`config.mk`:
```
export PLATFORM = sky130hd
export DESIGN_NAME = kar_ctrl
export DESIGN_NICKNAME = d
export VERILOG_FILES = /design/src/rtl/core/kar_pkg.sv /design/src/rtl/core/kar_ctrl.sv
export SDC_FILE = /design/constraint.sdc
export NUM_CORES = 1
export LEC_CHECK = 0
export BUFFER_PORTS_ARGS = -buffer_cell sky130_fd_sc_hd__buf_2
export CORE_UTILIZATION = 30
export CTS_CLUSTER_DIAMETER = 100
export CTS_CLUSTER_SIZE = 8
export DETAILED_ROUTE_END_ITERATION = 8
export GPL_TIMING_DRIVEN = 0
export PLACE_DENSITY = 0.62
export SYNTH_ARGS = -nofsm -noshare
export SYNTH_HDL_FRONTEND = slang
export SYNTH_SLANG_ARGS = --single-unit
export TNS_END_PERCENT = 20
```
`constraint.sdc`:
```
create_clock -name i_clk -period 1.8 [get_ports i_clk]
set_input_delay 0.18 -clock i_clk [delete_from_list [all_inputs] [get_ports i_clk]]
set_output_delay 0.18 -clock i_clk [all_outputs]
set_load 0.03 [all_outputs]
```
`src/rtl/core/kar_pkg.sv`:
```
`default_nettype none
// ----------------------------------------------------------------------------
// kar_pkg
// Shared types, constants and helpers for the angle/rate Kalman filter.
// ----------------------------------------------------------------------------
package kar_pkg;

    localparam int A_W     = 32;   // angle, rate, accel (Q16.16)
    localparam int P_W     = 40;   // covariance entries (Q8.32)
    localparam int DT_W    = 33;   // time step (unsigned Q1.32)
    localparam int DTUS_W  = 20;   // microsecond count
    localparam int CFG_W   = 32;
    localparam int CFG_IDX_W = 2;
    localparam int MAG_W   = 64;   // operand magnitude width
    localparam int SUM_W   = 66;   // wide signed working width
    localparam int DIV_NW  = 73;   // dividend / quotient width
    localparam int DIV_DW  = 40;   // divisor width
    localparam int DIV_CW  = 7;
    localparam int STEP_W  = 4;

    localparam logic [CFG_IDX_W-1:0] CFG_QA = 2'd0;
    localparam logic [CFG_IDX_W-1:0] CFG_QR = 2'd1;
    localparam logic [CFG_IDX_W-1:0] CFG_R  = 2'd2;

    localparam logic [CFG_W-1:0] QA_RST = 32'd4294967;
    localparam logic [CFG_W-1:0] QR_RST = 32'd12884902;
    localparam logic [CFG_W-1:0] R_RST  = 32'd128849019;

    // 2^32 = 4294 * 10^6 + 967296; 10^6 = 64 * 15625
    localparam logic [12:0]       US_WHOLE  = 13'd4294;
    localparam logic [DTUS_W-1:0] US_FRAC   = 20'd967296;
    localparam logic [39:0]       US_HALF   = 40'd500000;
    localparam logic [34:0]       US_RCP    = 35'd18014398510;  // ceil(2^48 / 15625)
    localparam logic [62:0]       LIM62     = 63'h4000000000000000;
    localparam logic [STEP_W-1:0] LAST_STEP = 4'd14;

    typedef enum logic [3:0] {
        MOP_DT_ACC_H, MOP_DT_T_ANG, MOP_DT_ACC, MOP_DT_P3, MOP_DT_T_P0, MOP_QR_DT,
        MOP_K0_Y, MOP_K1_Y, MOP_K0_P0, MOP_K0_P1, MOP_K1_P0, MOP_K1_P1
    } t_mop;

    typedef enum logic [1:0] {DOP_DT, DOP_K0, DOP_K1} t_dop;

    typedef struct packed {
        logic is_div;
        t_mop mop;
        t_dop dop;
    } t_step;

    typedef struct packed {
        logic load;
        logic mul_start;
        logic mul_wb;
        logic div_start;
        logic div_wb;
        logic store;
        t_mop mop;
        t_dop dop;
    } t_dp_cmd;

    typedef struct packed {
        logic mul_done;
        logic div_done;
        logic out_busy;
    } t_dp_sts;

    // micro-op sequence of one update
    function automatic t_step step_info(input logic [STEP_W-1:0] step);
        t_step s;
        s = '{is_div: 1'b0, mop: MOP_DT_ACC_H, dop: DOP_DT};
        case (step)
            4'd0:  s = '{is_div: 1'b1, mop: MOP_DT_ACC_H, dop: DOP_DT};
            4'd1:  s.mop = MOP_DT_ACC_H;
            4'd2:  s.mop = MOP_DT_T_ANG;
            4'd3:  s.mop = MOP_DT_ACC;
            4'd4:  s.mop = MOP_DT_P3;
            4'd5:  s.mop = MOP_DT_T_P0;
            4'd6:  s.mop = MOP_QR_DT;
            4'd7:  s = '{is_div: 1'b1, mop: MOP_DT_ACC_H, dop: DOP_K0};
            4'd8:  s = '{is_div: 1'b1, mop: MOP_DT_ACC_H, dop: DOP_K1};
            4'd9:  s.mop = MOP_K0_Y;
            4'd10: s.mop = MOP_K1_Y;
            4'd11: s.mop = MOP_K0_P0;
            4'd12: s.mop = MOP_K0_P1;
            4'd13: s.mop = MOP_K1_P0;
            4'd14: s.mop = MOP_K1_P1;
            default: s.mop = MOP_DT_ACC_H;
        endcase
        return s;
    endfunction

    function automatic logic signed [A_W-1:0] sat32(input logic signed [SUM_W-1:0] v);
        logic signed [SUM_W-1:0] hi;
        logic signed [SUM_W-1:0] lo;
        hi = SUM_W'(64'sh7fffffff);
        lo = -hi - SUM_W'(1);
        if (v > hi) return 32'sh7fffffff;
        else if (v < lo) return 32'sh80000000;
        else return A_W'(v);
    endfunction

    function automatic logic signed [P_W-1:0] sat40(input logic signed [SUM_W-1:0] v);
        logic signed [SUM_W-1:0] hi;
        logic signed [SUM_W-1:0] lo;
        hi = SUM_W'(64'sh7fffffffff);
        lo = -hi - SUM_W'(1);
        if (v > hi) return 40'sh7fffffffff;
        else if (v < lo) return 40'sh8000000000;
        else return P_W'(v);
    endfunction

    function automatic logic [MAG_W-1:0] mag(input logic signed [SUM_W-1:0] v);
        logic signed [SUM_W-1:0] n;
        n = -v;
        return v[SUM_W-1] ? MAG_W'(n) : MAG_W'(v);
    endfunction

endpackage
`default_nettype wire

```
`src/rtl/core/kar_ctrl.sv`:
```
`default_nettype none
// ----------------------------------------------------------------------------
// kar_ctrl
// Sequencer: walks the micro-op list of one update, starting the shared
// multiplier, the divider or the time step unit and committing each result.
// ----------------------------------------------------------------------------
module kar_ctrl
    import kar_pkg::*;
(
    input  wire logic    i_clk,
    input  wire logic    i_rst_n,
    input  wire logic    i_in_valid,
    output      logic    o_in_ready,
    output      t_dp_cmd o_cmd,
    input  wire t_dp_sts i_sts
);

    typedef enum logic [1:0] {S_IDLE, S_ISSUE, S_WAIT, S_STORE} t_state;

    t_state            r_state;
    logic [STEP_W-1:0] r_step;
    t_step             w_info;
    logic              w_done;

    always_comb begin
        w_info = step_info(r_step);
        w_done = w_info.is_div ? i_sts.div_done : i_sts.mul_done;
        o_cmd.mop       = w_info.mop;
        o_cmd.dop       = w_info.dop;
        o_cmd.load      = (r_state == S_IDLE) && i_in_valid;
        o_cmd.mul_start = (r_state == S_ISSUE) && !w_info.is_div;
        o_cmd.div_start = (r_state == S_ISSUE) && w_info.is_div;
        o_cmd.mul_wb    = (r_state == S_WAIT) && !w_info.is_div && i_sts.mul_done;
        o_cmd.div_wb    = (r_state == S_WAIT) && w_info.is_div && i_sts.div_done;
        o_cmd.store     = (r_state == S_STORE) && !i_sts.out_busy;
        o_in_ready      = (r_state == S_IDLE);
    end

    always_ff @(posedge i_clk) begin
        if (!i_rst_n) begin
            r_state <= S_IDLE;
            r_step  <= '0;
        end else begin
            case (r_state)
                S_IDLE: begin
                    if (i_in_valid) begin
                        r_step  <= '0;
                        r_state <= S_ISSUE;
                    end
                end
                S_ISSUE: r_state <= S_WAIT;
                S_WAIT: begin
                    if (w_done) begin
                        if (r_step == LAST_STEP) begin
                            r_state <= S_STORE;
                        end else begin
                            r_step  <= r_step + STEP_W'(1);
                            r_state <= S_ISSUE;
                        end
                    end
                end
                S_STORE: begin
                    if (!i_sts.out_busy) r_state <= S_IDLE;
                end
                default: r_state <= S_IDLE;
            endcase
        end
    end

    a_one_unit: assert property (@(posedge i_clk) disable iff (!i_rst_n)
        !(o_cmd.mul_start && o_cmd.div_start))
        else $error("multiplier and divider started together");

    a_mul_expected: assert property (@(posedge i_clk) disable iff (!i_rst_n)
        i_sts.mul_done |-> (r_state == S_WAIT) && !w_info.is_div)
        else $error("multiplier finished outside a multiply step");

    a_div_expected: assert property (@(posedge i_clk) disable iff (!i_rst_n)
        i_sts.div_done |-> (r_state == S_WAIT) && w_info.is_div)
        else $error("divider finished outside a divide step");

    a_issue_follows: assert property (@(posedge i_clk) disable iff (!i_rst_n)
        (o_cmd.mul_start || o_cmd.div_start) |=> (r_state == S_WAIT))
        else $error("unit started without waiting for it");

endmodule
`default_nettype wire
```
# Word level (Yosys, flattened, before mapping)
# Cells that the tools add are included.
# W data, S select, Z words.
[word_totals] reg_bits=6 output_inout_bits=13 input_bits=6 elab_cells=52
[op_classes] n_reduce_logical=16 n_addsub=1 eq_ne=20 mux=13
[op_table] cell="$pmux W4 S11" count=1
[op_table] cell="$eq A4 B4 Y1 const B" count=7
[op_table] cell="$eq A4 B3 Y1 const B" count=4
[op_table] cell="$mux W4" count=3
[op_table] cell="$eq A4 B2 Y1 const B" count=2
[op_table] cell="$logic_and A1 B1 Y1" count=8
[op_table] cell="$mux W2" count=4
[op_table] cell="$ne A2 B2 Y1 const B" count=4
[op_table] cell="$pmux W2 S4" count=1
[op_table] cell="$pmux W4 S2" count=1
[op_table] cell="$add A4 B1 Y4 const B" count=1
[op_table] cell="$eq A2 B2 Y1 const B" count=2
[op_table] cell="$logic_not A4 Y1" count=1
[op_table] cell="$pmux W2 S2" count=1
[op_table] cell="$reduce_and A4 Y1" count=1
[op_table] cell="$reduce_and A3 Y1" count=1
[op_table] cell="$reduce_or A3 Y1" count=1
[op_table] cell="$eq A2 B1 Y1 const B" count=1
[op_table] cell="$logic_not A1 Y1" count=2
[op_table] cell="$logic_not A2 Y1" count=1
[op_table] cell="$mux W1" count=2
[op_table] cell="$reduce_bool A2 Y1" count=1

# Longest topological paths before layout
[depth] word_depth=6 mapped_depth=7 depth_no_buf=7

# Least setup slack after synthesis
# No wires, ideal clock.
[synth_timing] path_type="reg-to-output" from="register r_step[0]" to="output o_cmd[8] (netlist bit)" path_buffers=0 stages_incl_launch_ff=6 arrival_ns=1.393 t_required_ns=1.620 path_slack_ns=0.227 cell_sequence="dfxtp_1 inv_1 ha_1 nor2b_1 nor2_1 nor2_1"
[synth_rtl] element="start, declared" line_no="kar_ctrl.sv:21" text="logic [STEP_W-1:0] r_step;"
[synth_rtl] element="start signal, assigned" line_no="kar_ctrl.sv:57" text="r_step <= r_step + STEP_W'(1);"
[synth_rtl] element="end, declared" line_no="kar_ctrl.sv:14" text="output t_dp_cmd o_cmd,"

==> results list <==
- Slowest cell on crit path: dfxtp_2
- By instance count, the leading cell after synthesis is nand2_1.
- Initial standard-cell utilization of the core: 31.9%
- Number of max-slew violations in the final report: 0
- When the netlist entered floorplanning its net count stood at 79.
* Final net count: 102
- The die is 44.6 um wide.
* Cell class contributing the biggest share of worst-path delay: simple AND/OR/NAND/NOR gates
- Overall overflow remaining after global route: 0
* Hold Crit Class: primary input to register
* Clock group share of total power: 34.8%
* Die span in y: 44.6 um
- Setup repair after global routing missed its margin: no
- The clock passes through at most 2 buffers.
* Total detailed-routing wirelength: 1130 um
- Synthesis inferred 6 register bits.
- Met1 WL: 627 um
* DRC Markers: 0
- Gpl congestion: 0.712
- TritonCTS created 3 clock buffers.
* Peak supply drop: 0.442 mV
- Post-synth top area cell: dfxtp_1
- Entering global routing, the biggest net connects 11 pins.
- The first detailed-routing pass took 6 iterations.
- In this design, the stage delay of the slowest critical-path cell is 0.34 ns.
* Commonest cells in the netlist: nand2_1, dfxtp_1, nor2_1
- The critical path in this run is classified as register to primary output.
- The worst path needs 1.66 ns of the cycle, external delays included.
- The worst setup path is launched from a register.
* Num ports: 19
* Number of enable flip-flop cells after synthesis: 0
* Portion of the post-synthesis area used by sequential elements: 22.1%
* Average wire length per cell after detail routing: 9.79 um
* Number of placement rows: 15
- The flow ran to the end, and the final reports show no timing, DRC or antenna violations.
- Number of setup violations in the final report: 0
- The tree is rooted in a clkbuf_4.
- Timing-limited maximum frequency: 603 MHz
- Violation count after the first detailed-routing iteration: 13
* Metal3 WL: 36 um
* Area share of the largest cell type after synthesis: 22.1%
- The tool flagged a number of max-cap violations equal to 0.
* DP Wirelength: 895 um
- # placed instances: 112
- After synthesis, the mean cell area works out to 7.89 um^2.
* Cell-internal power: 239 uW
* Register share of total power: 43.1%
* CP bufs+invs: 2
- First-pass GRT wire length: 1720 um
* Switching power: 96.2 uW
- In this run the tightest slew margin relative to its limit is 82.7%.
- Number of buffers added to fix hold violations after cts: 0
- Critical path data required time: 1.62 ns
- Cell Chain, Critical Path: ha_1 -> nand3b_4 -> inv_4 -> nor2_2 -> and3_1 -> clkbuf_4
* Routed length on met2: 462 um
- Number of instances in the synthesized netlist: 69
* Clk Latency, worst-skew pair: 0.24 ns
* Nature of the critical path endpoint: primary output
- The tree built by TritonCTS fans out to 6 sinks.
- Total negative slack for setup checks: 0 ns
- For the pin with the worst max-slew slack, the measured transition is 0.259 ns.
* Antenna fix cells: 0
- Part of the total power dissipated in combinational logic: 22.0%
- In the synthesized netlist the async set-or-reset flop fraction comes to 0%.
- Critical path data arrival time: 1.48 ns
- Final-layout worst hold slack: 0.223 ns
- Number of unique standard cell types used by synthesis: 33
- Cell types occupying the most area after synthesis: dfxtp_1, ha_1, nand2_1, a21boi_1, nor2_1
- For this design the ratio of total power to cell area is 476 mW/mm^2.
- Number of antenna violations at the first check in global routing: 0
* Number of hold-slack violations in the final timing report: 0
- Tot GR Track Use: 11.4%
- After floorplanning, the core was sized to cover 0.00171 mm^2.
* Post-route antenna net violation count: 0
- Count of buffers added by post-CTS timing repair for setup: 0
- Full die area: 0.00199 mm^2
- Leak pwr: 0.000379 uW
- Clock Skews: 0.00651 ns
- Along the worst path, the maximum fanout reaches 6.
- Number of levels in the clock H-tree: 1
- The cell area that synthesis handed to floorplanning was 544 um^2.
- Total of buffers placed on input and output ports: 18
* Clock-pin slew on the worst setup and hold paths: 0.05 ns
- Avg Vias per Cell: 4.54
- The number of global-route vias before repair came to 407.
- During synthesis, Yosys emitted a total of 0 warnings.
- Share of post-route cells with drive strength above 1: 34.4%
* Top routing layer used: met3
- The routed layout has 522 vias.
- Portion of the clock cycle consumed by the worst path in the final layout: 92.1%
- TritonCTS built the clock tree.
* Switch share: 28.7%
* Main synth FF type: dfxtp_1
- Growth of design area from synthesis to finish: 29.4%
* Finished Layout Cells: 115
==> worst register-to-register path: cells and delay by family (launching register included) <==
family / cells / cell delay (ns)
compound gates: 2 / 0.32
fa+ha+maj: 1 / 0.29
buf+inv: 1 / 0.09
flops: 1 / 0.37
mux: 1 / 0.20
simple gates: 2 / 0.25
==> through the flow <==
stage                     power, uW  utilization, %  setup slack [ns]  instance area (um^2)
after floorplan                 195               -             0.227                   544
after global placement          218            39.0            0.0888                   666
after detailed placement        219            39.0            0.0564                   666
after CTS                       339            40.5           0.00510                   692
after global routing            360            41.2            0.0364                   704
final                           335            41.2             0.142                   704
==> kinds of logic after synthesis <==
kind of cell             Yosys count  synth area share (%)
flip-flops                         6                  22.1
buffers and inverters              7                  7.36
XOR/XNOR                           1                  1.61
multiplexers                       1                  1.84
AND/OR/NAND/NOR                   33                  34.0
AO/OA/AOI/OAI                     17                  23.9
adder cells (fa/ha/maj)            4                  9.20
==> power groups by stage <==
stage | clock network [uW] | registers [uW] | logic (uW)
finish | 117 | 144 | 73.8
global route | 133 | 145 | 81.3
CTS | 122 | 144 | 73.0
detailed placement | 0 | 147 | 72.3
global placement | 0 | 146 | 71.7
floorplan | 0 | 145 | 50.6
==> registers in the layout, summed over array words and instances (netlist names) <==
register,flops
r_state,2
r_step,4
==> cell usage in the layout, fill, tap and decap left out <==
cell / Yosys / layout
nor2b_4: 0 / 1
o21a_1: 1 / 1
dfxtp_1: 6 / 5
a21oi_2: 1 / 1
o21ai_4: 1 / 1
buf_6: 1 / 1
and3_1: 3 / 3
dfxtp_2: 0 / 1
inv_1: 4 / 4
ha_1: 4 / 3
nor3_1: 1 / 1
o211ai_1: 1 / 1
a21boi_1: 3 / 3
nand3b_4: 1 / 1
a21o_1: 2 / 2
xnor2_1: 1 / 1
inv_4: 1 / 1
and2_1: 2 / 2
nor2b_1: 3 / 2
nand2_1: 9 / 9
clkbuf_4: 0 / 4
or3_1: 1 / 1
nor3b_1: 1 / 1
a41oi_1: 1 / 1
nor2_2: 0 / 1
nand3_1: 2 / 2
a211oi_1: 1 / 1
a21oi_1: 2 / 2
a21boi_0: 1 / 1
ha_2: 0 / 1
buf_4: 1 / 1
nand3b_1: 1 / 1
mux2i_1: 1 / 1
nand2b_1: 2 / 2
nor2_1: 6 / 5
and4b_1: 1 / 1
a211o_1: 1 / 1
o21ai_0: 2 / 2
buf_2: 0 / 17
==> final timing paths <==
| check | startpoint | to | slack, ns | depth (start not counted) |
|---|---|---|---|---|
| worst max register to register | r_step[0]$_SDFFE_PN0P_ | r_step[0]$_SDFFE_PN0P_ | 0.21 | 7 |
| worst min register to register | r_state[1]$_SDFFE_PN0P_ | r_state[0]$_SDFFE_PN0P_ | 0.58 | 2 |
| worst max-delay path | r_step[0]$_SDFFE_PN0P_ | o_cmd[9] | 0.14 | 6 |
| worst min-delay path | i_rst_n | r_step[2]$_SDFFE_PN0P_ | 0.22 | 2 |
==> metal layers <==
metal,global-route usage (%),vias up
met5,0,-
met4,1.82,0
met3,2.45,0
met2,15.9,12
met1,17.9,227
li1,-,283
==> final cells by class <==
cell class              instances  area (um^2)
flip-flops and latches          6          121
fillers                       179         1000
repair buffers                 18         92.6
clock buffers                   3         22.5
well taps                      25         31.3
inverters                       5         21.3
multi-input cells              56          397
plain buffers                   2         18.8
==> repair_timing <==
item,in CTS,in global routing
resized for setup,2,4
endpoints found under the setup margin,2,4
hold endpoints to repair,0,0
No activity file was read; power rests on OpenSTA's default activity.
